`config.mk`:
```
export PLATFORM = sky130hd
export DESIGN_NAME = aarm_div_cell
export DESIGN_NICKNAME = d
export VERILOG_FILES = /design/src/rtl/core/axis_angle_rotation_matrix_defines.svh /design/src/rtl/core/aarm_pkg.sv /design/src/rtl/core/aarm_div_cell.sv
export SDC_FILE = /design/constraint.sdc
export NUM_CORES = 1
export LEC_CHECK = 0
export BUFFER_PORTS_ARGS = -buffer_cell sky130_fd_sc_hd__buf_2
export CORE_MARGIN = 5
export CORE_UTILIZATION = 41
export DETAILED_ROUTE_END_ITERATION = 7
export PLACE_DENSITY = 0.73
export SYNTH_ARGS = -nofsm -noshare
export SYNTH_HDL_FRONTEND = slang
export SYNTH_SLANG_ARGS = --single-unit
```
`constraint.sdc`:
```
create_clock -name clk -period 4.06 [get_ports clk]
set_input_delay 0.406 -clock clk [delete_from_list [all_inputs] [get_ports clk]]
set_output_delay 0.406 -clock clk [all_outputs]
set_load 0.005 [all_outputs]
```
`src/rtl/core/axis_angle_rotation_matrix_defines.svh`:
```
// Assertion macros shared by the rotation matrix RTL.
`ifndef AXIS_ANGLE_ROTATION_MATRIX_DEFINES_SVH
`define AXIS_ANGLE_ROTATION_MATRIX_DEFINES_SVH

// Check that cond holds in the same cycle as trig.
`define AARM_ASSERT_NOW(lbl, trig, cond) \
    lbl: assert property (@(posedge clk) disable iff (!rst_n) (trig) |-> (cond)) \
        else $error("rotation matrix check failed");

// Check that cond holds in the cycle after trig.
`define AARM_ASSERT_NEXT(lbl, trig, cond) \
    lbl: assert property (@(posedge clk) disable iff (!rst_n) (trig) |=> (cond)) \
        else $error("rotation matrix check failed");

`endif

```
`src/rtl/core/aarm_pkg.sv`:
```
// Types, constants and tables of the axis-angle rotation matrix block.
package aarm_pkg;

    localparam int MAX_STEPS = 24;
    localparam logic signed [33:0] CORDIC_GAIN = 34'sd652032874;
    localparam logic signed [31:0] PI_Q28 = 32'sd843314857;
    localparam logic signed [31:0] HALF_PI_Q28 = 32'sd421657428;
    localparam logic signed [15:0] ANGLE_LIMIT = 16'sd25736;
    localparam logic signed [33:0] ONE_Q30 = 34'sd1073741824;

    typedef struct packed {
        logic signed [15:0] angle;
        logic signed [15:0] axis_x;
        logic signed [15:0] axis_y;
        logic signed [15:0] axis_z;
    } in_t;

    typedef struct packed {
        logic signed [15:0] m00;
        logic signed [15:0] m01;
        logic signed [15:0] m02;
        logic signed [15:0] m10;
        logic signed [15:0] m11;
        logic signed [15:0] m12;
        logic signed [15:0] m20;
        logic signed [15:0] m21;
        logic signed [15:0] m22;
        logic              zero_axis;
    } out_t;

    typedef struct packed {
        logic [31:0] sum;
        logic [34:0] rem;
        logic [31:0] root;
    } sqrt_t;

    typedef struct packed {
        logic [31:0]       r;
        logic [2:0][31:0]  rem;
        logic [2:0][30:0]  q;
    } div_t;

    typedef struct packed {
        logic signed [33:0] x;
        logic signed [33:0] y;
        logic signed [31:0] z;
        logic               flip;
    } cordic_t;

    typedef struct packed {
        logic [2:0][15:0] mag;
        logic [2:0]       neg;
        logic             zero;
    } side_t;

    function automatic logic signed [31:0] atan_q28(input logic [4:0] idx);
        logic signed [31:0] v;
        begin
            case (idx)
                5'd0: v = 32'sd210828714;
                5'd1: v = 32'sd124459457;
                5'd2: v = 32'sd65760959;
                5'd3: v = 32'sd33381290;
                5'd4: v = 32'sd16755422;
                5'd5: v = 32'sd8385879;
                5'd6: v = 32'sd4193963;
                5'd7: v = 32'sd2097109;
                5'd8: v = 32'sd1048571;
                5'd9: v = 32'sd524287;
                5'd10: v = 32'sd262144;
                5'd11: v = 32'sd131072;
                5'd12: v = 32'sd65536;
                5'd13: v = 32'sd32768;
                5'd14: v = 32'sd16384;
                5'd15: v = 32'sd8192;
                5'd16: v = 32'sd4096;
                5'd17: v = 32'sd2048;
                5'd18: v = 32'sd1024;
                5'd19: v = 32'sd512;
                5'd20: v = 32'sd256;
                5'd21: v = 32'sd128;
                5'd22: v = 32'sd64;
                5'd23: v = 32'sd32;
                default: v = 32'sd0;
            endcase
            return v;
        end
    endfunction

    // Q30 product, floor toward minus infinity.
    function automatic logic signed [33:0] mulq(input logic signed [33:0] a,
                                                input logic signed [33:0] b);
        logic signed [67:0] p;
        begin
            p = 68'(a) * 68'(b);
            return p[63:30];
        end
    endfunction

endpackage

```
`src/rtl/core/aarm_div_cell.sv`:
```
// One quotient bit of the three axis normalizing divisions.
module aarm_div_cell (
    input  logic          clk,
    input  logic          en,
    input  aarm_pkg::div_t d,
    output aarm_pkg::div_t q
);
    import aarm_pkg::*;

    div_t        out_reg;
    div_t        out_next;
    logic [32:0] sh;

    always_comb
    begin
        out_next.r = d.r;
        for (int l = 0; l < 3; l++)
        begin
            sh = {d.rem[l], 1'b0};
            if (sh >= {1'b0, d.r})
            begin
                out_next.rem[l] = 32'(sh - {1'b0, d.r});
                out_next.q[l] = {d.q[l][29:0], 1'b1};
            end
            else
            begin
                out_next.rem[l] = sh[31:0];
                out_next.q[l] = {d.q[l][29:0], 1'b0};
            end
        end
    end

    always_ff @(posedge clk)
    begin
        if (en)
        begin
            out_reg <= out_next;
        end
    end

    assign q = out_reg;
endmodule

```
# Word-level counts from Yosys, hierarchy flattened
# Cells that the tools add are included.
[word_totals] ff_bits=221 inputBits=223 out_inout_bits=221 wordCells=22
[classes] n_addsub=3 order_cmp=3 mux=6
[op_table] operator="33-bit by 32-bit greater-or-equal comparator with 1-bit output" count=3
[op_table] operator="32-bit two-way mux" count=3
[op_table] operator="32-bit subtractor" count=3
[op_table] operator="1-bit two-way mux" count=3

# Logic depth before layout (Yosys ltp)
# Gate-level depths: netlist of the first run.
[depth] depth_word=2 ltp_mapped=15 ltp_nobuf=13

# Worst setup path after synthesis of the first run
# OpenSTA, ideal clock, no wires.
[synth_timing] path_kind="input port to flip-flop" start="input port d[201] (netlist name)" end="register out_reg, in the netlist q[188], data pin" setup_time_ns=0.260 arrival_time_ns=2.669 required_time_ns=3.800 slack_ns=1.130 path_stages=12 path_buffers=1 path_cell_list="inv_1 > ha_1 > buf_6 > a21o_1 > a21o_1 > a21o_1 > a311o_1 > a21o_1 > a32oi_2 > o31ai_1 > xor2_1 > mux2_4"
[synth_rtl] item="from (decl)" line="aarm_div_cell.sv:5" source="input aarm_pkg::div_t d,"
[synth_rtl] item="to (signal assigned)" line="aarm_div_cell.sv:37" source="out_reg <= out_next;"
[synth_rtl] item="to (decl)" line="aarm_div_cell.sv:10" source="div_t out_reg;"

==> impl_metrics.csv, run 1 <==
group,metric,value,unit
status,outcome,"complete, no violations",
timing,setup_viol_count_final,0,
synth,synth_edf_count,221,
power_and_ir_drop,power.leakage,7.32,nW
routing,wl_per_cell,22.3,um
place,port_buffers,440,
clocking,cts_tree,"built",
worst_setup_path,worstSetupStartpointType,"input port",
routing,num_vias,11500,
synth,yosysSeqAreaShare,50.4,%
routing,drt_first_iter_violations,748,
hold_path,hp-class,"in -> reg",
die,initial_core_util,41.6,%
die,rows,65,
die,die_w,189,um
synth,synthCells,1210,
synth,synth_cell_types,76,
routing,viasPerCell,5.54,
power_and_ir_drop,swShare,29.0,%
global_route,grt_pass1_wl,67.4,mm
synth,syn_area,13200,sq um
synth,ys_seq_elements,221,
final_layout,largest_reg_flops,221,
timing,slew_viol_final,0,
clocking,cts.path.max_buffers,3,
routing,finalWirelength,46.4,mm
synth,synth_flop_cell,"edfxtp_1",
power_and_ir_drop,p_clk_share,33.9,%
die,core,31600,sq um
clocking,htreeDepth,1,
global_route,grt_max_degree,76,
worst_setup_path,critPathRequiredTime,4.34,ns
clocking,cts_made_buffers,26,
routing,final_antenna_net_count,0,
final_layout,nFillCells,2869,
place,dpl.hpwl,37.8,mm
synth,synthArstFlopShare,0,%
power_and_ir_drop,p_switching,2.03,mW
synth,synth_top_area_cell,"edfxtp_1",
place,pre_cts_ws,0.374,ns
synth,synth_nets,1532,
timing,min_period,3.14,ns
power_and_ir_drop,power_density,419,nW/um^2
global_route,antenna_found_initial,11,
timing,tightest_slew,0.764,ns
clocking,post_cts_resized,0,
routing,drc_errors,0,
timing,grt_setup_unrepaired,"false",
synth,yosys-top-cells-area,"edfxtp_1 50%, ha_1 9.1%, a21oi_1 4.5%",
die,die_height,189,um
timing,hold_violations,0,
synth,avgSynthCellArea,10.9,sq um
timing,layout_setup_ws,0.923,ns
clocking,postCtsSetupBuffers,0,
clocking,clk_pin_slew,0.06,ns
timing,max_freq,319,MHz
power_and_ir_drop,p_int,4.99,mW
job,cap_violations,0,
worst_setup_path,end_kind,"flip-flop",
global_route,grt_use_total,24.3,%
power_and_ir_drop,power_frac_comb,24.8,%
final_layout,final_nets,1978,
final_layout,drive_above_1_share,34.0,%
worst_setup_path,crit_fanout,20,
synth,synth_warnings,0,
power_and_ir_drop,ir_drop,0.261,mV
worst_setup_path,critPathKind,"in -> reg",
timing,timing.slew.headroom,47.7,%
clocking,clock-root-buffer,"clkbuf_16",
global_route,gr-total-overflow,0,
worst_setup_path,cp.arrival,3.42,ns
timing,setup_tns,0,ns
die,dieArea,35800,sq um
clocking,clock-sinks,221,
power_and_ir_drop,seqPwrFrac,41.3,%
die,ios,444,
clocking,cts_hold_buf,0,
final_layout,syn_to_final_growth,27.4,%
place,gp_congestion,0.904,
routing,drt-pass1-iter-count,7,
global_route,grt_pass1_vias,11500,
synth,yosys.area.top_type_share,50.4,%
timing,fin_crit_sh,77.3,%
## power by group through the flow
stage	clock network (mW)	registers, mW	logic (mW)
floorplan	0	2.99	0.925
global placement	0	2.94	1.72
detailed placement	0	2.95	1.73
CTS	2.42	2.91	1.74
global route	2.54	2.92	1.89
finish	2.38	2.90	1.74
## metal layers
layer	global-route usage (%)	routed length, um
met5	0	103
met4	5.41	1090
met3	6.49	3670
met2	45.3	23800
met1	27.8	17700
## worst max-delay path: stages
cell and delay, ns:
buf_2 0.09, inv_1 0.11, ha_1 0.39, nand3_1 0.11
o21bai_1 0.20, a211oi_1 0.36, o31ai_2 0.13, buf_4 0.17
o221ai_2 0.20, a21oi_2 0.10, nor2_1 0.26, nor2_4 0.05
inv_2 0.42, mux2_2 0.40
## path summary, 6_finish.rpt
check    from                to  depth (start not counted)
max    d[193]  q[128]$_DFFE_PP_                         14
min      d[3]    q[4]$_DFFE_PP_                          1
## logic make-up after synthesis
kind of cell | Yosys count | synth area share [%]
XOR/XNOR | 80 | 5.32
flip-flops | 221 | 50.4
adder cells (fa/ha/maj) | 99 | 9.58
AND/OR/NAND/NOR | 318 | 11.5
multiplexers | 20 | 1.89
buffers and inverters | 107 | 3.38
AO/OA/AOI/OAI | 365 | 17.9
## metrics by stage
stage	power, mW	util (%)	cells	hold WS (ns)	instance area, sq um
2_1_floorplan	3.91	-	1210	0.505	13200
3_3_place_gp	4.66	50.2	2030	0.582	15900
3_5_place_dp	4.68	50.2	2030	0.584	15900
4_1_cts	7.07	52.9	2077	0.0269	16800
5_1_grt	7.36	53.0	2078	0.0241	16800
6_report	7.02	53.0	2080	0.0485	16800
## area by class of cell
cell class,instances,area [sq um],area share (%)
repair buffers,469,2440,14.6
flip-flops and latches,221,6640,39.6
clock inverters,17,180,1.08
clock buffers,30,687,4.10
inverters,56,210,1.25
well taps,402,503,3.00
multi-input cells,882,6090,36.4
diodes,3,7.51,0.0448
## cells in the final DEF (no fill, tap or decap), types with 17 or more instances in the layout
master     instances
edfxtp_1         221
a21o_1            34
a21oi_1          119
inv_1             55
nand3_1           29
ha_1              96
xnor2_1           45
buf_4             28
clkbuf_16         27
nor2_1            99
o21ai_0           75
buf_2            439
nand4_1           19
xor2_1            35
a21oi_2           19
nand2_1           86
nor3_1            17
## synth_stat cells, types with 5 or more instances
master    instances
a211oi_1         13
a21boi_0          5
a21o_1           34
a21oi_1         119
a21oi_2          19
a31oi_1          11
and3_1            9
and4_1            5
buf_2            10
clkbuf_1         36
edfxtp_1        221
ha_1             96
inv_1            55
mux2_2           11
mux2_4            7
nand2_1          86
nand2b_1         10
nand3_1          30
nand4_1          19
nor2_1           99
nor2b_1          13
nor3_1           17
nor4_1            6
o211ai_1          7
o21a_1           14
o21ai_0          75
o21bai_1          7
o22ai_1           5
o31ai_1           7
or2_2             5
xnor2_1          45
xor2_1           35
Power figures use the tool's default switching activity.
==> run 2, diff against run 1 <==
--- a/config.mk
+++ b/config.mk
@@ -9,7 +9,7 @@
 export CORE_MARGIN = 5
 export CORE_UTILIZATION = 41
 export DETAILED_ROUTE_END_ITERATION = 7
-export PLACE_DENSITY = 0.73
+export PLACE_DENSITY = 0.76
 export SYNTH_ARGS = -nofsm -noshare
 export SYNTH_HDL_FRONTEND = slang
 export SYNTH_SLANG_ARGS = --single-unit
==> constraint.sdc (replaced) <==
create_clock -name clk -period 2.65 [get_ports clk]
set_input_delay 0.265 -clock clk [delete_from_list [all_inputs] [get_ports clk]]
set_output_delay 0.265 -clock clk [all_outputs]
set_load 0.005 [all_outputs]
==> run 2 against run 1 <==
Clock power is 59% higher. Cell area is 23% higher. Combinational power is 100% higher. First-iteration DRC count is 35% higher. Setup slack worse by 0.85 ns. Via count is 17% higher. Sequential cell count stayed put. Cell count is 21% higher. Sequential power is 54% higher. Critical path depth is 2 lower. Total power is 68% higher. Sequential share of layout area is 7.5 points lower. Critical endpoint unchanged. Highest routed layer unchanged.
==> impl_metrics.csv, run 2 (synthesis results as in run 1) <==
group,metric,value,unit
status,outcome,"complete, no violations",
worst_setup_path,cp_slowest_cell,"dlygate4sd3_1",
power_and_ir_drop,ir_drop,0.430,mV
die,rows,65,
global_route,antenna_found_initial,12,
routing,num_vias,13500,
place,pre_cts_ws,-0.542,ns
place,port_buffers,440,
routing,drc_errors,0,
clocking,clock-root-buffer,"clkbuf_16",
final_layout,largest_reg_flops,221,
global_route,grt_pass1_vias,13800,
worst_setup_path,path_cells,"dlygate4sd3_1 -> buf_2 -> inv_1 -> buf_4 -> ha_1 -> nand4_1 -> or4_4 -> o21ai_4 -> nor2_4 -> inv_4 -> buf_12 -> mux2_2",
timing,hold_violations,0,
power_and_ir_drop,power_frac_comb,29.9,%
timing,setup_tns,0,ns
worst_setup_path,critPathRequiredTime,2.93,ns
timing,tightest_slew,0.569,ns
power_and_ir_drop,power.leakage,9.38,nW
global_route,grt_use_total,28.1,%
power_and_ir_drop,p_int,8.38,mW
timing,slew_viol_final,0,
final_layout,final_nets,2408,
clocking,htreeDepth,1,
timing,layout_setup_ws,0.0731,ns
worst_setup_path,cp.arrival,2.86,ns
timing,setup_viol_count_final,0,
clocking,cts.path.max_buffers,3,
power_and_ir_drop,swShare,29.1,%
hold_path,hp-class,"in -> reg",
hold_path,hp-start,"d[219]",
worst_setup_path,end_kind,"flip-flop",
power_and_ir_drop,seqPwrFrac,38.0,%
power_and_ir_drop,p_switching,3.43,mW
worst_setup_path,crit_fanout,6,
die,dieArea,35800,sq um
routing,drt_first_iter_violations,1013,
routing,wl_per_cell,21.3,um
clocking,cts_tree,"built",
hold_path,whs_endpoint,"q[219]$_DFFE_PP_",
power_and_ir_drop,power_density,571,nW/um^2
power_and_ir_drop,finalPower,11.8,mW
final_layout,drive_above_1_share,43.5,%
final_layout,multi_input_area,6300,sq um
power_and_ir_drop,p_clk_share,32.1,%
clocking,cts_made_buffers,27,
place,dpl.hpwl,40.6,mm
timing,fin_crit_sh,97.2,%
final_layout,final_cell_mix,"439 x buf_2, 329 x buf_4, 221 x edfxtp_1",
timing,min_period,2.58,ns
routing,drt-pass1-iter-count,5,
hold_path,holdPathStages,2,
clocking,clock-sinks,221,
die,die_w,189,um
die,core,31600,sq um
timing,hold_ws,0.0143,ns
global_route,grt_pass1_wl,78.6,mm
place,gp_congestion,0.951,
final_layout,seq_area,6640,sq um
timing,timing.slew.headroom,62.1,%
timing,grt_setup_unrepaired,"true",
routing,final_antenna_net_count,0,
final_layout,syn_to_final_growth,57.1,%
final_layout,fin_util,65.3,%
timing,max_freq,388,MHz
die,initial_core_util,41.6,%
routing,finalWirelength,53.6,mm
die,ios,444,
final_layout,final_common_cell,"buf_2",
job,cap_violations,0,
global_route,gr-total-overflow,0,
die,die_height,189,um
worst_setup_path,cpPeakStageDelay,0.53,ns
clocking,clk_pin_slew,0.06,ns
worst_setup_path,critPathKind,"in -> reg",
worst_setup_path,worstSetupStartpointType,"input port",
routing,viasPerCell,5.38,
global_route,grt_max_degree,66,
final_layout,nFillCells,2465,
run 2: layout make-up:
| class | count | area share, % |
|---|---|---|
| Multi-Input combinational cell | 882 | 30.5 |
| Inverter | 56 | 1.05 |
| Sequential cell | 221 | 32.1 |
| Clock inverter | 19 | 1.02 |
| Timing Repair Buffer | 898 | 29.5 |
| Clock buffer | 30 | 3.32 |
| Tap cell | 402 | 2.43 |
| Antenna cell | 5 | 0.0605 |
run 2: what timing repair did:
| item | CTS | global route |
|---|---|---|
| endpoints found under the setup margin | 0 | 40 |
| endpoints found under the hold margin | 118 | 0 |
| hold buffers | 118 | 0 |
| buffers inserted | 0 | 4 |
| gates resized for setup | 0 | 36 |
run 2: routing by layer:
layer  track usage (%)  vias to the layer above  wire length [um]
li1                  -                     6312                 -
met1              32.8                     6381             20000
met2              49.9                      658             26400
met3              5.59                      157              4220
met4              13.0                       14              2900
met5                 0                        -                88
run 2: power groups by stage:
stage	combinational, mW	clock, mW	sequential, mW
finish	3.53	3.79	4.48
global route	3.81	4.04	4.51
CTS	3.42	3.84	4.47
detailed placement	3.25	0	4.54
global placement	3.20	0	4.53
floorplan	1.44	0	4.58
run 2: critical path: cells and delay by family:
family / cells / cell delay (ns)
AO/OA/AOI/OAI: 1 / 0.20
adder cells (fa/ha/maj): 1 / 0.30
buffers and inverters: 6 / 1.06
multiplexers: 1 / 0.33
AND/OR/NAND/NOR: 3 / 0.69
run 2: metrics by stage:
step / cells / cell area [sq um]
final: 2513 / 20700
after global placement: 2335 / 18300
after CTS: 2502 / 20400
after detailed placement: 2335 / 18300
after global routing: 2512 / 20700
after floorplan: 1210 / 13200
run 2: how the worst max path moves through the flow:
stage	startpoint	end	slack [ns]
after floorplan	d[190]	q[188]$_DFFE_PP_	-0.01
after global placement	d[192]	q[128]$_DFFE_PP_	-0.52
after detailed placement	d[192]	q[151]$_DFFE_PP_	-0.54
after CTS	d[192]	q[128]$_DFFE_PP_	0.02
after global routing	d[204]	q[141]$_DFFE_PP_	-0.05
final	d[220]	q[128]$_DFFE_PP_	0.07
