## src/rtl/core/axis_angle_rotation_matrix_defines.svh

```systemverilog
// Assertion macros shared by the rotation matrix RTL.
`ifndef AXIS_ANGLE_ROTATION_MATRIX_DEFINES_SVH
`define AXIS_ANGLE_ROTATION_MATRIX_DEFINES_SVH

// Check that cond holds in the same cycle as trig.
`define AARM_ASSERT_NOW(lbl, trig, cond) \
    lbl: assert property (@(posedge clk) disable iff (!rst_n) (trig) |-> (cond)) \
        else $error("rotation matrix check failed");

// Check that cond holds in the cycle after trig.
`define AARM_ASSERT_NEXT(lbl, trig, cond) \
    lbl: assert property (@(posedge clk) disable iff (!rst_n) (trig) |=> (cond)) \
        else $error("rotation matrix check failed");

`endif

```

## src/rtl/core/aarm_pkg.sv

```systemverilog
// Types, constants and tables of the axis-angle rotation matrix block.
package aarm_pkg;

    localparam int MAX_STEPS = 24;
    localparam logic signed [33:0] CORDIC_GAIN = 34'sd652032874;
    localparam logic signed [31:0] PI_Q28 = 32'sd843314857;
    localparam logic signed [31:0] HALF_PI_Q28 = 32'sd421657428;
    localparam logic signed [15:0] ANGLE_LIMIT = 16'sd25736;
    localparam logic signed [33:0] ONE_Q30 = 34'sd1073741824;

    typedef struct packed {
        logic signed [15:0] angle;
        logic signed [15:0] axis_x;
        logic signed [15:0] axis_y;
        logic signed [15:0] axis_z;
    } in_t;

    typedef struct packed {
        logic signed [15:0] m00;
        logic signed [15:0] m01;
        logic signed [15:0] m02;
        logic signed [15:0] m10;
        logic signed [15:0] m11;
        logic signed [15:0] m12;
        logic signed [15:0] m20;
        logic signed [15:0] m21;
        logic signed [15:0] m22;
        logic              zero_axis;
    } out_t;

    typedef struct packed {
        logic [31:0] sum;
        logic [34:0] rem;
        logic [31:0] root;
    } sqrt_t;

    typedef struct packed {
        logic [31:0]       r;
        logic [2:0][31:0]  rem;
        logic [2:0][30:0]  q;
    } div_t;

    typedef struct packed {
        logic signed [33:0] x;
        logic signed [33:0] y;
        logic signed [31:0] z;
        logic               flip;
    } cordic_t;

    typedef struct packed {
        logic [2:0][15:0] mag;
        logic [2:0]       neg;
        logic             zero;
    } side_t;

    function automatic logic signed [31:0] atan_q28(input logic [4:0] idx);
        logic signed [31:0] v;
        begin
            case (idx)
                5'd0: v = 32'sd210828714;
                5'd1: v = 32'sd124459457;
                5'd2: v = 32'sd65760959;
                5'd3: v = 32'sd33381290;
                5'd4: v = 32'sd16755422;
                5'd5: v = 32'sd8385879;
                5'd6: v = 32'sd4193963;
                5'd7: v = 32'sd2097109;
                5'd8: v = 32'sd1048571;
                5'd9: v = 32'sd524287;
                5'd10: v = 32'sd262144;
                5'd11: v = 32'sd131072;
                5'd12: v = 32'sd65536;
                5'd13: v = 32'sd32768;
                5'd14: v = 32'sd16384;
                5'd15: v = 32'sd8192;
                5'd16: v = 32'sd4096;
                5'd17: v = 32'sd2048;
                5'd18: v = 32'sd1024;
                5'd19: v = 32'sd512;
                5'd20: v = 32'sd256;
                5'd21: v = 32'sd128;
                5'd22: v = 32'sd64;
                5'd23: v = 32'sd32;
                default: v = 32'sd0;
            endcase
            return v;
        end
    endfunction

    // Q30 product, floor toward minus infinity.
    function automatic logic signed [33:0] mulq(input logic signed [33:0] a,
                                                input logic signed [33:0] b);
        logic signed [67:0] p;
        begin
            p = 68'(a) * 68'(b);
            return p[63:30];
        end
    endfunction

endpackage

```

## src/rtl/core/aarm_cordic_cell.sv

```systemverilog
// One CORDIC rotation step.
module aarm_cordic_cell #(
    parameter int STEP = 0
) (
    input  logic             clk,
    input  logic             en,
    input  aarm_pkg::cordic_t d,
    output aarm_pkg::cordic_t q
);
    import aarm_pkg::*;

    cordic_t            out_reg;
    cordic_t            out_next;
    logic signed [33:0] dx;
    logic signed [33:0] dy;
    logic signed [31:0] at;

    always_comb
    begin
        dx = d.y >>> STEP;
        dy = d.x >>> STEP;
        at = atan_q28(5'(STEP));
        out_next.flip = d.flip;
        if (!d.z[31])
        begin
            out_next.x = d.x - dx;
            out_next.y = d.y + dy;
            out_next.z = d.z - at;
        end
        else
        begin
            out_next.x = d.x + dx;
            out_next.y = d.y - dy;
            out_next.z = d.z + at;
        end
    end

    always_ff @(posedge clk)
    begin
        if (en)
        begin
            out_reg <= out_next;
        end
    end

    assign q = out_reg;
endmodule

```

## config.mk

```make
export PLATFORM = sky130hd
export DESIGN_NAME = aarm_cordic_cell
export DESIGN_NICKNAME = d
export VERILOG_FILES = /design/src/rtl/core/axis_angle_rotation_matrix_defines.svh /design/src/rtl/core/aarm_pkg.sv /design/src/rtl/core/aarm_cordic_cell.sv
export SDC_FILE = /design/constraint.sdc
export NUM_CORES = 1
export LEC_CHECK = 0
export BUFFER_PORTS_ARGS = -buffer_cell sky130_fd_sc_hd__buf_2
export CORE_UTILIZATION = 50
export CTS_CLUSTER_DIAMETER = 150
export DETAILED_ROUTE_END_ITERATION = 12
export PLACE_DENSITY_LB_ADDON = 0.1
export SLEW_MARGIN = 0
export SYNTH_ARGS = -nofsm -noshare
export SYNTH_HDL_FRONTEND = slang
export SYNTH_SLANG_ARGS = --single-unit
export TNS_END_PERCENT = 5
```

## constraint.sdc

```tcl
create_clock -name clk -period 3.85 [get_ports clk]
set_clock_uncertainty 0.1 [all_clocks]
set_input_delay 0.5775 -clock clk [delete_from_list [all_inputs] [get_ports clk]]
set_output_delay 0.5775 -clock clk [all_outputs]
set_load 0.005 [all_outputs]
```

# Yosys cells after proc, flatten, opt, wreduce, memory -nomap -nowiden
# Index checks and enable logic that the tools add are counted.
dict set report totals {
  output_inout_bits 101
  input_bits 103
  wordCells 10
  reg_bits 101
}
dict set report op_classes {
  n_mux 1
  n_addsub 5
}
# op count
set ops {}
lappend ops {{2-to-1 mux 100 bit} 1}
lappend ops {{subtractor 34 bit} 2}
lappend ops {{adder 34 bit} 1}
lappend ops {{adder 32 x 29 -> 32 bit (second input constant)} 1}
lappend ops {{subtractor 32 x 29 -> 32 bit (second input constant)} 1}

# Logic depth before layout (Yosys ltp)
# Gate-level depths: netlist of run 1.
dict set report logic_depth {
  depth_word 2
  ltp_mapped 12
  ltp_nobuf 11
}

# Worst setup path after synthesis of run 1
# OpenSTA, ideal clock, no wires.
dict set report synth_timing {
  path_kind {input-to-reg}
  start {input d[32] in the netlist's numbering}
  end {register out_reg (netlist bit q[28]), data pin}
  path_buffers 2
  stages 12
  setup_ns 0.266
  required_time_ns 3.484
  path_slack_ns -0.066
  t_arrival_ns 3.551
  cell_sequence {clkbuf_1 -> clkinv_1 -> buf_2 -> fa_1 -> a211oi_2 -> nor2_1 -> o31a_1 -> a211o_1 -> a311o_1 -> a21oi_4 -> nor3_1 -> or3b_1}
}
# element line
set synth_rtl {}
lappend synth_rtl {{from (decl)} aarm_cordic_cell.sv:7} ;# input aarm_pkg::cordic_t d,
lappend synth_rtl {{to (signal assigned)} aarm_cordic_cell.sv:42} ;# out_reg <= out_next;
lappend synth_rtl {{to (decl)} aarm_cordic_cell.sv:12} ;# cordic_t out_reg;

==> impl_metrics.py, run 1 <==
metrics = {
    "pwr": {
        "power.density_nw_per_um2": 326,
        "finalPower_mw": 4.00,
        "combPwrFrac_pct": 41.4,
        "p_switching_mw": 1.43,
        "p_leak_nw": 5.56,
        "p_sw_share_pct": 35.8,
        "p_clk_share_pct": 21.4,
        "p_int_mw": 2.57,
        "pwr-share-seq_pct": 37.2,
        "vdd_drop_max_mv": 0.229,
    },
    "route": {
        "wirelength_um": 30900,
        "firstDrtPassIters": 5,
        "wl_per_cell_um": 18.1,
        "vias": 10000,
        "drc": 0,
        "antenna_left": 0,
        "vias_per_cell": 5.89,
        "drt-initial-drc-count": 927,
    },
    "cells_and_area": {
        "area_growth_syn_to_layout_pct": 17.0,
        "layout-drive-gt1-share_pct": 20.4,
        "final_common_cell": "buf_2",
        "final_cells": 1703,
        "n_antenna_cell": 0,
        "largest_reg_flops": 100,
        "post-route-util_pct": 60.1,
        "layout.nets": 1665,
        "fill_cells": 1876,
        "layout_common_cells": "buf_2, ha_1, a21oi_1",
        "finish.instance_area_um2": 12300,
    },
    "setup_path": {
        "critical_path_class": "in2reg",
        "worstPathMaxFanout": 5,
        "worstPathArrival_ns": 3.36,
        "crit_path_max_incr_delay_ns": 0.42,
        "cp-end-kind": "register",
        "cp_slowest_cell": "fa_1",
        "crit_start": "d[33]",
        "crit_path_start_kind": "input pin",
        "critPathRequiredTime_ns": 3.84,
        "path_buf_inv": 1,
        "path_cells": "buf_2, ha_1, fa_1, nor2b_1, o21ai_0, a311oi_1, a211oi_2, a21oi_1, a211o_1, a211oi_1, xor2_1",
        "cpLargestDelayFamily": "compound AO/OA/AOI/OAI gates",
    },
    "global_routing": {
        "grt_max_degree": 56,
        "first_global_vias": 9192,
        "grt_overflow": 0,
        "grt.total_usage_pct": 28.3,
        "grt_first_pass_wirelength_um": 48200,
        "antenna_found_initial": 0,
    },
    "placement": {
        "dp_cells": 1689,
        "port_buffers": 203,
        "place_area_um2": 12000,
        "pre_cts_ws_ns": 0.172,
        "globalplace.congestion": 0.968,
        "place_hpwl_um": 24700,
    },
    "timing": {
        "relSlewSlack_pct": 46.0,
        "tns_ns": 0,
        "setup_slack_ns": 0.479,
        "hold_viol": 0,
        "max_freq_mhz": 297,
        "fin_crit_sh_pct": 87.6,
        "setup_viol": 0,
        "holdWs_ns": 0.297,
        "maxSlewViolCount": 0,
        "rsz0062_at_grt": "no",
        "worst_slew_pin_slew_ns": 0.801,
        "finalCriticalPeriod_ns": 3.37,
    },
    "clock_tree": {
        "post_cts_resized": 0,
        "htreeDepth": 3,
        "cts_buffers": 9,
        "clk_pin_slew_worst_paths_ns": 0.07,
        "cts_buffer_depth": 2,
        "cts-root-buf": "clkbuf_16",
        "postCtsSetupRepairBufs": 0,
        "cts_tree": "built",
        "ctsHoldBuffers": 0,
        "cts_sinks": 100,
    },
    "floorplanning": {
        "ios": 204,
        "die_x_um": 147,
        "die-height_um": 147,
        "initial_core_util_pct": 51.4,
        "core_area_um2": 20400,
        "num_rows": 52,
        "dieArea_um2": 21600,
    },
    "yosys": {
        "synth_top_family_by_area": "compound AO/OA/AOI/OAI gates",
        "mappedNetlistArea_um2": 10500,
        "synth-edff-count": 100,
        "synth-async-reset-ratio_pct": 0,
        "synth-compound-area-share_pct": 26.4,
        "synth_cells": 1217,
        "synth_largest_area_cell": "edfxtp_1",
        "syn_avg_cell_area_um2": 8.62,
        "synth.mux.area_fraction_pct": 1.72,
        "ys.flop_type": "edfxtp_1",
        "syn-num-nets": 1452,
        "yosys_register_bits": 100,
        "yosysTopAreaCellShare_pct": 28.6,
        "synth-simple-area-share_pct": 14.0,
        "synthAdderAreaFrac_pct": 16.0,
        "synth_warnings": 0,
        "synthXorXnorAreaFrac_pct": 6.93,
        "ys_types": 77,
        "synth_area_leaders": "edfxtp_1, ha_1, a21oi_1",
        "yosysSeqAreaShare_pct": 28.6,
    },
    "status": {
        "outcome": "finished, final reports clean",
    },
    "run": {
        "drv_cap": 0,
    },
    "min_path": {
        "min-delay-start": "d[1]",
        "hold_path_class": "in2reg",
    },
}
==> metal layers <==
metal / vias up / share of wire (%) / GRT usage (%) / wire length (um)
met4: 0 / 2.3 / 7.81 / 695
met3: 43 / 8.3 / 5.09 / 2570
met5: - / 0 / 0 / 0
met2: 474 / 44 / 44.7 / 13600
li1: 4866 / - / - / -
met1: 4649 / 45 / 39.6 / 14000
==> Yosys cell counts, types with 4 or more instances <==
cell and count:
a22oi_1 4, a211oi_1 21, a21boi_0 6, o21ai_0 71, o311a_1 4, nor2b_1 17
and3_1 9, xnor2_1 68, o221ai_1 6, ha_1 128, a211o_1 7, buf_1 9
o2111ai_1 5, or2_2 5, nor2_1 99, a21oi_1 127, nor3_1 22, inv_1 113
fa_1 4, clkbuf_1 22, nand2b_1 12, a31o_2 4, nand3_1 25, a31oi_1 9
o21bai_1 19, o21a_1 19, a2111oi_0 4, xor2_1 15, buf_2 18, mux2i_1 18
nand4_1 18, o211ai_1 17, nand2_1 56, a221oi_1 4, a21o_1 38, nor4_1 9
or3_1 9, edfxtp_1 100, and2_1 7, o31ai_1 17
==> cell type report <==
cell class | count | area [um2] | area share, %
clock buffer | 10 | 229 | 1.87
clock inverter | 4 | 28.8 | 0.234
inverter | 115 | 433 | 3.53
multi-input combinational | 950 | 6830 | 55.6
sequential | 100 | 3000 | 24.5
tap | 270 | 338 | 2.75
timing repair buffer | 254 | 1420 | 11.5
==> cell families (layout without fill, tap and decap cells) <==
family / count (synthesis) / count (layout)
AO/OA/AOI/OAI: 417 / 417
AND/OR/NAND/NOR: 300 / 300
buffers and inverters: 167 / 383
adder cells (fa/ha/maj): 132 / 132
flip-flops: 100 / 100
XOR/XNOR: 83 / 83
multiplexers: 18 / 18
==> worst paths after layout <==
path	endpoint	slack [ns]	depth (start not counted)
min	q[1]$_DFFE_PP_	0.30	1
max	q[65]$_DFFE_PP_	0.48	11
==> power groups by stage <==
stage          Combinational (mW)  Clock, mW  Sequential (mW)
2_1_floorplan               0.984          0             1.54
3_3_place_gp                 1.62          0             1.51
3_5_place_dp                 1.63          0             1.51
4_1_cts                      1.63      0.875             1.49
5_1_grt                      1.81      0.912             1.50
6_report                     1.66      0.856             1.49
Note: power is estimated with default switching activity, not from simulation.
==> inputs of run 2 (changes only) <==
--- a/config.mk
+++ b/config.mk
@@ -10,6 +10,7 @@
 export CTS_CLUSTER_DIAMETER = 150
 export DETAILED_ROUTE_END_ITERATION = 12
 export PLACE_DENSITY_LB_ADDON = 0.1
+export SKIP_CTS_REPAIR_TIMING = 1
 export SLEW_MARGIN = 0
 export SYNTH_ARGS = -nofsm -noshare
 export SYNTH_HDL_FRONTEND = slang
==> constraint.sdc (replaced) <==
create_clock -name clk -period 3.1 [get_ports clk]
set_clock_uncertainty 0.1 [all_clocks]
set_input_delay 0.465 -clock clk [delete_from_list [all_inputs] [get_ports clk]]
set_output_delay 0.465 -clock clk [all_outputs]
set_load 0.005 [all_outputs]
==> run 2 against run 1 <==
Sequential share of layout area is 3.1 points lower. Global-route usage is 3.6 points higher. First-iteration DRC count is 0.32% higher. Count of clock-buffer cells in the layout is 1 lower. Final cell count is 13% higher. Die area stayed put. Highest routed layer unchanged.
==> impl_metrics.py, run 2 (same netlist as run 1, synthesis figures left out) <==
metrics = {
    "setup_path": {
        "crit_end": "q[99]$_DFFE_PP_",
        "crit_top_cell": "buf_4",
        "critical_path_class": "in2reg",
        "crit_path_start_kind": "input pin",
        "cp_slowest_cell": "ha_2",
        "crit_start": "d[40]",
        "worstPathArrival_ns": 3.07,
        "cp-end-kind": "register",
        "crit_path_max_incr_delay_ns": 0.39,
        "critPathRequiredTime_ns": 3.11,
        "path_cells": "buf_2, inv_1, ha_2, buf_4, and3_1, buf_4, nand3_1, o211ai_1, buf_4, nand2_1, o221ai_1, buf_4, nand4_1, a32o_1, xnor2_1",
        "worstPathMaxFanout": 7,
    },
    "timing": {
        "fin_crit_sh_pct": 98.7,
        "setup_viol": 0,
        "worst_slew_pin_slew_ns": 0.746,
        "relSlewSlack_pct": 50.3,
        "hold_viol": 0,
        "finalCriticalPeriod_ns": 3.06,
        "maxSlewViolCount": 0,
        "rsz0062_at_grt": "yes",
        "max_freq_mhz": 327,
    },
    "clock_tree": {
        "cts_sinks": 100,
        "cts_buffer_depth": 2,
        "cts_tree": "built",
        "htreeDepth": 3,
        "clk_pin_slew_worst_paths_ns": 0.08,
        "cts_buffers": 9,
        "cts-root-buf": "clkbuf_16",
    },
    "cells_and_area": {
        "final_common_cell": "buf_4",
        "final_cells": 1922,
        "layout-drive-gt1-share_pct": 31.8,
        "largest_reg_flops": 100,
        "layout_common_cells": "buf_4, buf_2, ha_1",
        "layout.nets": 1882,
        "n_antenna_cell": 0,
        "area_growth_syn_to_layout_pct": 34.0,
    },
    "pwr": {
        "p_leak_nw": 6.66,
        "finalPower_mw": 5.56,
        "vdd_drop_max_mv": 0.243,
        "power.density_nw_per_um2": 395,
    },
    "placement": {
        "globalplace.congestion": 0.993,
        "place_hpwl_um": 28200,
        "dp_cells": 1906,
        "port_buffers": 203,
    },
    "route": {
        "drt-initial-drc-count": 930,
        "drc": 0,
        "vias_per_cell": 5.70,
        "wl_per_cell_um": 18.0,
        "antenna_left": 0,
        "firstDrtPassIters": 6,
        "vias": 11000,
        "wirelength_um": 34600,
    },
    "global_routing": {
        "grt_overflow": 0,
        "grt.total_usage_pct": 31.9,
        "grt_max_degree": 65,
        "antenna_found_initial": 0,
        "first_global_vias": 10400,
        "grt_first_pass_wirelength_um": 54200,
    },
    "floorplanning": {
        "dieArea_um2": 21600,
        "ios": 204,
        "num_rows": 52,
        "initial_core_util_pct": 51.4,
        "die-height_um": 147,
        "die_x_um": 147,
        "core_area_um2": 20400,
    },
    "status": {
        "outcome": "finished, final reports clean",
    },
    "run": {
        "drv_cap": 0,
    },
    "min_path": {
        "min-delay-start": "d[0]",
        "hold_path_class": "in2reg",
    },
}
==> run 2: stage by stage <==
| step | setup TNS, ns | utilization (%) | setup WS, ns | hold WS, ns | instance area [um2] |
|---|---|---|---|---|---|
| after detailed placement | -10.49 | 67.0 | -0.305 | 0.544 | 13700 |
| after global routing | -0.137 | 68.8 | -0.0594 | 0.163 | 14100 |
| after floorplan | -0.839 | - | -0.292 | 0.464 | 10500 |
| final | 0 | 68.8 | 0.0418 | 0.171 | 14100 |
| after global placement | -9.75 | 67.0 | -0.305 | 0.543 | 13700 |
| after CTS | 0 | 68.5 | 0.0433 | 0.159 | 14000 |
==> run 2: worst min-delay path by stage <==
stage,endpoint,slack (ns),cells past startpoint
final,q[0]$_DFFE_PP_,0.17,1
after floorplan,q[0]$_DFFE_PP_,0.46,0
after global placement,q[1]$_DFFE_PP_,0.54,1
after detailed placement,q[0]$_DFFE_PP_,0.54,1
after CTS,q[0]$_DFFE_PP_,0.16,1
after global routing,q[0]$_DFFE_PP_,0.16,1
==> run 2: critical path, delay by kind of cell <==
family,cells,cell delay (ns)
adders and majority gates,1,0.39
AOI/OAI and AO/OA,3,0.76
buffers and inverters,6,0.75
and+or+nand+nor,4,0.59
xor gates and xnor gates,1,0.12
==> run 2: where the power goes <==
group	switching, mW	total [mW]	internal [mW]
combinational	1.32	2.46	1.14
clock	0.603	1.25	0.648
sequential	0.0533	1.84	1.79
==> run 2: area by class of cell <==
type,instances,area (um2)
Inverter,115,444
Clock buffer,9,225
Timing Repair Buffer,471,3070
Fill cell,1743,6370
Tap cell,270,338
Sequential cell,100,3000
Clock inverter,7,91.3
Multi-Input combinational cell,950,6890
==> run 2: metal layers <==
metal / GRT usage, % / part of all wire [%] / wire (um)
met4: 9.38 / 2.1 / 726
met2: 51.5 / 45 / 15700
met3: 3.85 / 7.2 / 2490
met5: 0 / 0 / 0
met1: 44.6 / 45 / 15700
