**config.mk**
```make
export PLATFORM = sky130hd
export DESIGN_NAME = aarm_sqrt_cell
export DESIGN_NICKNAME = d
export VERILOG_FILES = /design/src/rtl/core/axis_angle_rotation_matrix_defines.svh /design/src/rtl/core/aarm_pkg.sv /design/src/rtl/core/aarm_sqrt_cell.sv
export SDC_FILE = /design/constraint.sdc
export NUM_CORES = 1
export LEC_CHECK = 0
export ABC_AREA = 1
export BUFFER_PORTS_ARGS = -buffer_cell sky130_fd_sc_hd__buf_2
export CAP_MARGIN = 20
export CORE_MARGIN = 5
export CORE_UTILIZATION = 25
export DETAILED_ROUTE_END_ITERATION = 12
export GPL_ROUTABILITY_DRIVEN = 0
export PLACE_DENSITY = 0.43
export SETUP_SLACK_MARGIN = 0.1
export SLEW_MARGIN = 20
export SYNTH_ARGS = -nofsm -noshare
export SYNTH_HDL_FRONTEND = slang
export SYNTH_SLANG_ARGS = --single-unit
```
**constraint.sdc**
```tcl
create_clock -name clk -period 3.22 [get_ports clk]
set_input_delay 0.322 -clock clk [delete_from_list [all_inputs] [get_ports clk]]
set_output_delay 0.322 -clock clk [all_outputs]
set_load 0.01 [all_outputs]
```
**src/rtl/core/axis_angle_rotation_matrix_defines.svh**
```systemverilog
// Assertion macros shared by the rotation matrix RTL.
`ifndef AXIS_ANGLE_ROTATION_MATRIX_DEFINES_SVH
`define AXIS_ANGLE_ROTATION_MATRIX_DEFINES_SVH

// Check that cond holds in the same cycle as trig.
`define AARM_ASSERT_NOW(lbl, trig, cond) \
    lbl: assert property (@(posedge clk) disable iff (!rst_n) (trig) |-> (cond)) \
        else $error("rotation matrix check failed");

// Check that cond holds in the cycle after trig.
`define AARM_ASSERT_NEXT(lbl, trig, cond) \
    lbl: assert property (@(posedge clk) disable iff (!rst_n) (trig) |=> (cond)) \
        else $error("rotation matrix check failed");

`endif

```
**src/rtl/core/aarm_pkg.sv**
```systemverilog
// Types, constants and tables of the axis-angle rotation matrix block.
package aarm_pkg;

    localparam int MAX_STEPS = 24;
    localparam logic signed [33:0] CORDIC_GAIN = 34'sd652032874;
    localparam logic signed [31:0] PI_Q28 = 32'sd843314857;
    localparam logic signed [31:0] HALF_PI_Q28 = 32'sd421657428;
    localparam logic signed [15:0] ANGLE_LIMIT = 16'sd25736;
    localparam logic signed [33:0] ONE_Q30 = 34'sd1073741824;

    typedef struct packed {
        logic signed [15:0] angle;
        logic signed [15:0] axis_x;
        logic signed [15:0] axis_y;
        logic signed [15:0] axis_z;
    } in_t;

    typedef struct packed {
        logic signed [15:0] m00;
        logic signed [15:0] m01;
        logic signed [15:0] m02;
        logic signed [15:0] m10;
        logic signed [15:0] m11;
        logic signed [15:0] m12;
        logic signed [15:0] m20;
        logic signed [15:0] m21;
        logic signed [15:0] m22;
        logic              zero_axis;
    } out_t;

    typedef struct packed {
        logic [31:0] sum;
        logic [34:0] rem;
        logic [31:0] root;
    } sqrt_t;

    typedef struct packed {
        logic [31:0]       r;
        logic [2:0][31:0]  rem;
        logic [2:0][30:0]  q;
    } div_t;

    typedef struct packed {
        logic signed [33:0] x;
        logic signed [33:0] y;
        logic signed [31:0] z;
        logic               flip;
    } cordic_t;

    typedef struct packed {
        logic [2:0][15:0] mag;
        logic [2:0]       neg;
        logic             zero;
    } side_t;

    function automatic logic signed [31:0] atan_q28(input logic [4:0] idx);
        logic signed [31:0] v;
        begin
            case (idx)
                5'd0: v = 32'sd210828714;
                5'd1: v = 32'sd124459457;
                5'd2: v = 32'sd65760959;
                5'd3: v = 32'sd33381290;
                5'd4: v = 32'sd16755422;
                5'd5: v = 32'sd8385879;
                5'd6: v = 32'sd4193963;
                5'd7: v = 32'sd2097109;
                5'd8: v = 32'sd1048571;
                5'd9: v = 32'sd524287;
                5'd10: v = 32'sd262144;
                5'd11: v = 32'sd131072;
                5'd12: v = 32'sd65536;
                5'd13: v = 32'sd32768;
                5'd14: v = 32'sd16384;
                5'd15: v = 32'sd8192;
                5'd16: v = 32'sd4096;
                5'd17: v = 32'sd2048;
                5'd18: v = 32'sd1024;
                5'd19: v = 32'sd512;
                5'd20: v = 32'sd256;
                5'd21: v = 32'sd128;
                5'd22: v = 32'sd64;
                5'd23: v = 32'sd32;
                default: v = 32'sd0;
            endcase
            return v;
        end
    endfunction

    // Q30 product, floor toward minus infinity.
    function automatic logic signed [33:0] mulq(input logic signed [33:0] a,
                                                input logic signed [33:0] b);
        logic signed [67:0] p;
        begin
            p = 68'(a) * 68'(b);
            return p[63:30];
        end
    endfunction

endpackage

```
**src/rtl/core/aarm_sqrt_cell.sv**
```systemverilog
// One result bit of the square root of sum * 2^32.
module aarm_sqrt_cell #(
    parameter int BIT = 31
) (
    input  logic           clk,
    input  logic           en,
    input  aarm_pkg::sqrt_t d,
    output aarm_pkg::sqrt_t q
);
    import aarm_pkg::*;

    // low half of the radicand is all zeros, so only upper cells take sum bits
    localparam int PIDX = (BIT >= 16) ? 2 * (BIT - 16) : 0;

    sqrt_t       out_reg;
    sqrt_t       out_next;
    logic [1:0]  pair;
    logic [34:0] rem_sh;
    logic [34:0] trial;

    always_comb
    begin
        if (BIT >= 16)
        begin
            pair = d.sum[PIDX +: 2];
        end
        else
        begin
            pair = 2'b00;
        end
        rem_sh = {d.rem[32:0], pair};
        trial = {1'b0, d.root, 2'b01};
        out_next.sum = d.sum;
        if (rem_sh >= trial)
        begin
            out_next.rem = rem_sh - trial;
            out_next.root = {d.root[30:0], 1'b1};
        end
        else
        begin
            out_next.rem = rem_sh;
            out_next.root = {d.root[30:0], 1'b0};
        end
    end

    always_ff @(posedge clk)
    begin
        if (en)
        begin
            out_reg <= out_next;
        end
    end

    assign q = out_reg;
endmodule

```
# Word-level counts from Yosys, hierarchy flattened

Index checks and enable logic that the tools add are counted.

Bits in registers: 99
Input bits: 101
Word-level logic and storage cells: 6

Add/subtract/negate cells: 1
$lt $le $gt $ge: 1
Mux-type cells: 1

Operators by type and width:

| cell                           | number |
|---|---|
| two-way mux 67 bit             | 1 |
| >= comparator 35 x 34 -> 1 bit | 1 |
| subtractor 35 x 34 -> 35 bit   | 1 |

# Logic depth before layout (Yosys ltp)

Gate-level depths: netlist of the first run.

Word-level depth: 2
Depth in mapped cells: 16
Gate-level depth less buffers: 15

# Least setup slack after synthesis of the first run

OpenSTA, ideal clock, no wires.

Path type: input port to flip-flop
From: input port d[14] in the netlist's numbering
To: register out_reg (netlist bit q[49]) (data pin)
Data arrival time: 1697 ps
Setup slack: 1271 ps
Stages: 13
Buffers on the path: 1
Path through: inv_1 -> ha_1 -> nand2_1 -> inv_1 -> nand2_1 -> inv_1 -> a21oi_2 -> nand3_2 -> nand3_2 -> nand2_4 -> buf_4 -> nand2_1 -> nand2_1

RTL lines:

| what                 | RTL line             | source |
|---|---|---|
| from (decl)          | aarm_sqrt_cell.sv:7  | `input aarm_pkg::sqrt_t d,` |
| to (signal assigned) | aarm_sqrt_cell.sv:50 | `out_reg <= out_next;` |
| to (decl)            | aarm_sqrt_cell.sv:15 | `sqrt_t out_reg;` |

==> summary.md, run 1 <==
| Metric | Value |
|---|---|
| Pre-CTS WS | 0.559 ns |
| Fin crit share | 68.9% |
| Max reg flops | 99 |
| Clk sinks | 99 |
| Ant. Diodes | 0 |
| Worst Hold End | q[76]$_DFFE_PP_ |
| Hold path cells | 1 |
| Mean Syn Cell Area | 8.04 um^2 |
| I/O Pins | 200 |
| Root Driver | clkbuf_16 |
| Top_reg_cell synth | edfxtp_1 |
| Layout area overhead | 27.3% |
| CTS Hold Bufs | 0 |
| Residual DRC | 0 |
| Post-synth EDFFs | 99 |
| TritonCTS clock tree | built |
| Post-CTS setup buffer count | 0 |
| Slew Viols, Final | 0 |
| Worst slew margin relative to its limit | 63.9% |
| Detailed Place HPWL | 14600 um |
| Net Count, Synth | 892 |
| Fin nets | 1097 |
| GRT overflow | 0 |
| Initial antenna violation count | 1 |
| Cells after synthesis | 757 |
| Die width | 166 um |
| H-tree Lvls | 3 |
| Crit Path Max Fanout | 22 |
| Die ar. | 27600 um^2 |
| Fmax | 451 MHz |
| Port buffer count | 197 |
| Critical path data arrival time | 2.33 ns |
| RSZ-0062 raised after global routing | no |
| Setup Crit Path Kind | in2reg |
| Overall global routing resource usage | 13.0% |
| Sequential element share of the synthesized area | 48.8% |
| Worst setup EP type | flop |
| Actual slew at the worst max-slew pin | 0.541 ns |
| PD cells | 466 nW/um^2 |
| Row count | 57 |
| Synth cell types | 28 |
| CTS resizes | 0 |
| Core ar. | 24200 um^2 |
| Leak | 0.00398 uW |
| Largest net degree at the start of global routing | 41 |
| Clock buffer count from CTS | 9 |
| Synthesized cell area | 6090 um^2 |
| Initial cell density of the core | 25.2% |
| Max Root-Sink Buffers | 2 |
| Vias in the first global route | 5295 |
| Syn. warnings | 0 |
| Post-route ant nets | 0 |
| DR WL/cell | 14.1 um |
| Async SR Flop Fraction | 0% |
| Hold Fails Final Rpt | 0 |
| Via-to-Cell Ratio | 4.12 |
| Layout cell share with drive strength beyond 1 | 24.2% |
| Worst vdd ir | 202 uV |
| Hold path start | d[76] |
| Crit path launch type | primary input |
| Final TNS setup | 0 ns |
| Crit path required time | 3.33 ns |
| Status | finished, final reports clean |
| Vias | 5316 |
| Vert. Die Dim | 166 um |
| Synthesized flop and latch total | 99 |
| Max Cap Violations | 0 |
| First-pass GRT wire length | 28600 um |
| Router iterations before antenna repair | 5 |
| Hold Crit Class | in2reg |
| Worst-path clk slew | 0.08 ns |
| Setup ws final | 1.00 ns |
| WL final | 18200 um |
| Post-route minimum period | 2.22 ns |
| Min Hold Slack | 0.130 ns |
| Number of DRC markers in iteration 0 | 275 |
| Final setup fails | 0 |
[how the worst max path moves through the flow]
stage | end | from | slack [ns]
after floorplan | q[49]$_DFFE_PP_ | d[14] | 1.27
after global placement | q[57]$_DFFE_PP_ | d[24] | 0.57
after detailed placement | q[57]$_DFFE_PP_ | d[24] | 0.56
after CTS | q[57]$_DFFE_PP_ | d[24] | 0.95
after global routing | q[46]$_DFFE_PP_ | d[24] | 0.73
final | q[57]$_DFFE_PP_ | d[14] | 1.00
[final cells by class]
type | count | area (um^2)
Inverter | 130 | 490
Clock inverter | 7 | 67.6
Fill cell | 2659 | 16400
Timing Repair Buffer | 200 | 1020
Multi-Input combinational cell | 522 | 2560
Clock buffer | 9 | 225
Tap cell | 324 | 405
Sequential cell | 99 | 2970
[logic make-up (layout without fill, tap and decap cells)]
logic type	Yosys count	after routing	share of synthesized area [%]
xor gates and xnor gates	18	18	2.59
AOI/OAI and AO/OA	40	40	3.66
buffers and inverters	136	346	9.04
adders and majority gates	34	34	6.99
DFF	99	99	48.8
and+or+nand+nor	430	430	28.9
[cells in the mapped netlist (2+ instances only)]
master    instances  share of area [%]
a21o_1            2               0.25
nor2_1           58                3.6
xnor2_1           2               0.29
nand3_2           2               0.33
nand4_1           4               0.41
o21bai_1          2               0.25
nand3_1          33                2.7
o21a_1            2               0.25
xor2_1           16                2.3
nand2_1         306                 19
nor2_2            3               0.31
inv_2             5               0.31
nor3_2            2               0.33
edfxtp_1         99                 49
nor3_1            9               0.74
a21oi_2           2               0.29
ha_1             34                7.0
buf_6             4               0.74
nand3b_1         10                1.2
buf_4             2               0.25
o21ai_0           6               0.49
nand2_2           2               0.21
a21oi_1          25                2.1
inv_1           123                7.6
[critical path, stage by stage]
cell and delay [ns]:
buf_2 0.11, inv_1 0.04, ha_1 0.34, nand2_1 0.13, inv_1 0.06, nand2_1 0.13, inv_1 0.08, a21oi_2 0.18
nand3_2 0.15, nand3_2 0.11, nand2_4 0.18, buf_4 0.27, nand3_1 0.15, nand2_1 0.07
[layout by cell type (no fill, tap or decap)]
cell type  netlist  final
buf_12           0      1
nand3_1         33     33
xnor2_1          2      2
a21o_1           2      2
nor2_1          58     58
o21a_1           2      2
nand2_1        306    306
nand4_1          4      4
inv_2            5      5
a21oi_2          2      2
clkinv_4         0      1
clkinv_2         0      1
o21ai_1          1      1
nor3_2           2      2
nand2_2          2      2
inv_4            1      1
buf_4            2      3
edfxtp_1        99     99
inv_8            0      1
clkinv_1         1      1
o21ai_0          6      6
buf_2            0    196
inv_6            0      3
a21oi_1         25     25
xor2_1          16     16
nor2_2           3      3
ha_1            34     34
nand2_4          1      1
inv_1          123    123
nor3_1           9      9
nand3_2          2      2
clkbuf_16        0      9
nand3b_1        10     10
clkinv_8         0      1
o21bai_1         2      2
[routing by layer]
metal	part of all wire, %	wire, um	GRT usage (%)
met1	47	8520	17.1
met2	45	8180	21.2
met3	6.9	1260	3.48
met4	1.3	235	3.66
met5	0.038	7	0
[power breakdown]
group / switching (uW) / internal, uW
logic: 574 / 329
clock network: 553 / 546
registers: 25.4 / 1580
total: 1150 / 2460
[per-stage QoR]
| stage | cell area, um^2 | instances | power (uW) | util [%] |
|---|---|---|---|---|
| final | 7750 | 1291 | 3610 | 32.1 |
| after detailed placement | 7460 | 1275 | 2550 | 30.8 |
| after global routing | 7750 | 1291 | 3850 | 32.1 |
| after floorplan | 6090 | 757 | 2190 | - |
| after CTS | 7750 | 1291 | 3680 | 32.1 |
| after global placement | 7460 | 1275 | 2550 | 30.8 |
(Power assumes the default switching activity.)
==> inputs of run 2 (changes only) <==
==> constraint.sdc (replaced) <==
create_clock -name clk -period 2.1 [get_ports clk]
set_input_delay 0.21 -clock clk [delete_from_list [all_inputs] [get_ports clk]]
set_output_delay 0.21 -clock clk [all_outputs]
set_load 0.01 [all_outputs]
==> run 2 against run 1 <==
  * Die area did not move
  * Flip-flop and latch count is the same
  * Sequential power increased by 53%
  * Global-route usage rose by 0.37 points
==> summary.md, run 2 (synthesis results as in run 1) <==
| Metric | Value |
|---|---|
| Status | finished, final reports clean |
| I/O Pins | 200 (unchanged) |
| PD cells | 689 nW/um^2 (+48%) |
| Initial antenna violation count | 1 (unchanged) |
| Crit path required time | 2.20 ns (-1.13 ns) |
| Post-route minimum period | 1.85 ns |
| Vias | 5623 (+5.8%) |
| Setup Crit Path Kind | in2reg |
| Clk sinks | 99 (unchanged) |
| Detailed Place HPWL | 15000 um (+2.3%) |
| Overall global routing resource usage | 13.4% (+0.37 points) |
| GRT overflow | 0 (unchanged) |
| Via-to-Cell Ratio | 4.11 (-0.25%) |
| CTS Hold Bufs | 0 (unchanged) |
| Max stage delay cell, worst path | ha_1 |
| Die ar. | 27600 um^2 (unchanged) |
| Hold path start | d[78] |
| Fin nets | 1175 (+7.1%) |
| Worst Setup SP | d[6] |
| Row count | 57 (unchanged) |
| Fmax | 541 MHz |
| Max reg flops | 99 (unchanged) |
| Worst setup EP type | flop |
| Fin crit share | 88.1% |
| Worst Hold End | q[78]$_DFFE_PP_ |
| Number of DRC markers in iteration 0 | 312 (+13%) |
| Vert. Die Dim | 166 um (unchanged) |
| Crit path launch type | primary input |
| Peak per-stage delay on the critical path | 0.34 ns (about the same) |
| Fillers | 2630 (-1.1%) |
| Worst vdd ir | 293 uV (+45%) |
| CTS resizes | 0 (unchanged) |
| Crit path cell chain | buf_2 -> inv_1 -> ha_1 -> nand2_1 -> inv_1 -> nand2_1 -> nor3_1 -> buf_4 -> nand3b_1 -> nor2_1 -> nor2_2 -> nand2_4 -> buf_12 -> o21ai_0 |
| Placed Cells | 1352 (+6.0%) |
| First-pass GRT wire length | 29800 um (+4.0%) |
| Crit Path Max Fanout | 18 (-18%) |
| Hold Fails Final Rpt | 0 (unchanged) |
| Hold path cells | 1 (unchanged) |
| Clock buffer count from CTS | 9 (unchanged) |
| Worst-path clk slew | 0.08 ns (about the same) |
| Final core occ | 34.7% (+2.7 points) |
| Commonest non-fill, non-tap cell in the layout | nand2_1 |
| Max Root-Sink Buffers | 2 (unchanged) |
| Post-route ant nets | 0 (unchanged) |
| Actual slew at the worst max-slew pin | 0.393 ns (-0.148 ns) |
| WL final | 18900 um (+3.9%) |
| H-tree Lvls | 3 (unchanged) |
| Root Driver | clkbuf_16 |
| RSZ-0062 raised after global routing | yes |
| Vias in the first global route | 5704 (+7.7%) |
| Final setup fails | 0 (unchanged) |
| Final Power | 5780 uW (+60%) |
| Largest net degree at the start of global routing | 57 (+39%) |
| Core ar. | 24200 um^2 (unchanged) |
| TritonCTS clock tree | built |
| Layout cell share with drive strength beyond 1 | 30.2% (+6.0 points) |
| Ant. Diodes | 0 (unchanged) |
| DR WL/cell | 13.8 um (-2.0%) |
| Most frequent cells in the layout | nand2_1, buf_2, inv_1, edfxtp_1, buf_4 |
| Layout area overhead | 37.9% |
| Max Cap Violations | 0 (unchanged) |
| Leak | 0.00438 uW (+10%) |
| Min Hold Slack | 0.0162 ns (-0.114 ns) |
| Die width | 166 um (unchanged) |
| Worst slew margin relative to its limit | 73.5% (+9.6 points) |
| Final Non-Filler Cells | 1369 (+6.0%) |
| Slew Viols, Final | 0 (unchanged) |
| Hold Crit Class | in2reg |
| Critical path data arrival time | 1.95 ns (-0.38 ns) |
| Post-CTS setup buffer count | 0 (unchanged) |
| Residual DRC | 0 (unchanged) |
| Final TNS setup | 0 ns (unchanged) |
| Router iterations before antenna repair | 4 (-1) |
| Initial cell density of the core | 25.2% (unchanged) |
| Port buffer count | 197 (unchanged) |
==> run 2: cell types whose count changed in the layout (fill, tap and decap cells not counted) <==
| cell | before | now |
|---|---|---|
| inv_4 | 1 | 0 |
| nand3_1 | 33 | 32 |
| nand2_2 | 2 | 4 |
| clkinv_4 | 1 | 2 |
| clkbuf_16 | 9 | 10 |
| a21oi_2 | 2 | 3 |
| a21oi_1 | 25 | 24 |
| nand2_1 | 306 | 304 |
| inv_8 | 1 | 2 |
| buf_4 | 3 | 78 |
| nand3_2 | 2 | 3 |
| buf_12 | 1 | 3 |
| inv_6 | 3 | 2 |
==> run 2: worst max-delay path by stage <==
stage | end | slack, ns | cells past startpoint
2_1_floorplan | q[49]$_DFFE_PP_ | 0.26 | 13
3_3_place_gp | q[66]$_DFFE_PP_ | -0.12 | 13
3_5_place_dp | q[63]$_DFFE_PP_ | -0.14 | 16
4_1_cts | q[50]$_DFFE_PP_ | 0.24 | 14
5_1_grt | q[58]$_DFFE_PP_ | 0.06 | 11
6_report | q[33]$_DFFE_PP_ | 0.25 | 14
==> run 2: cell type report <==
cell class / count / area [um^2] / share of cell area (%)
Clock buffer: 9 / 225 / 2.68
Clock inverter: 7 / 70.1 / 0.834
Inverter: 130 / 493 / 5.87
Multi-Input combinational cell: 522 / 2580 / 30.7
Sequential cell: 99 / 2970 / 35.4
Tap cell: 324 / 405 / 4.83
Timing Repair Buffer: 278 / 1650 / 19.7
==> run 2: worst max-delay path: cells and delay by family <==
family | cells | cell delay [ns]
AOI/OAI and AO/OA | 1 | 0.12
buffers and inverters | 5 | 0.55
adders and majority gates | 1 | 0.34
and+or+nand+nor | 7 | 0.72
==> run 2: through the flow <==
step                area, um^2  setup WS (ns)
floorplan                 6090          0.263
global placement          8060         -0.121
detailed placement        8060         -0.143
CTS                       8360          0.241
global route              8400         0.0639
finish                    8400          0.251
==> run 2: report_power, final <==
group / internal [uW] / switching [uW]
sequential: 2420 / 43.3
clock: 840 / 870
combinational: 679 / 927
total: 3940 / 1840
==> run 2: metal layers <==
layer	vias up	GRT usage, %	share of wire [%]
li1	2956	-	-
met1	2514	18.0	48
met2	137	21.8	45
met3	14	3.31	5.5
met4	2	3.26	1.1
met5	-	0	0.037
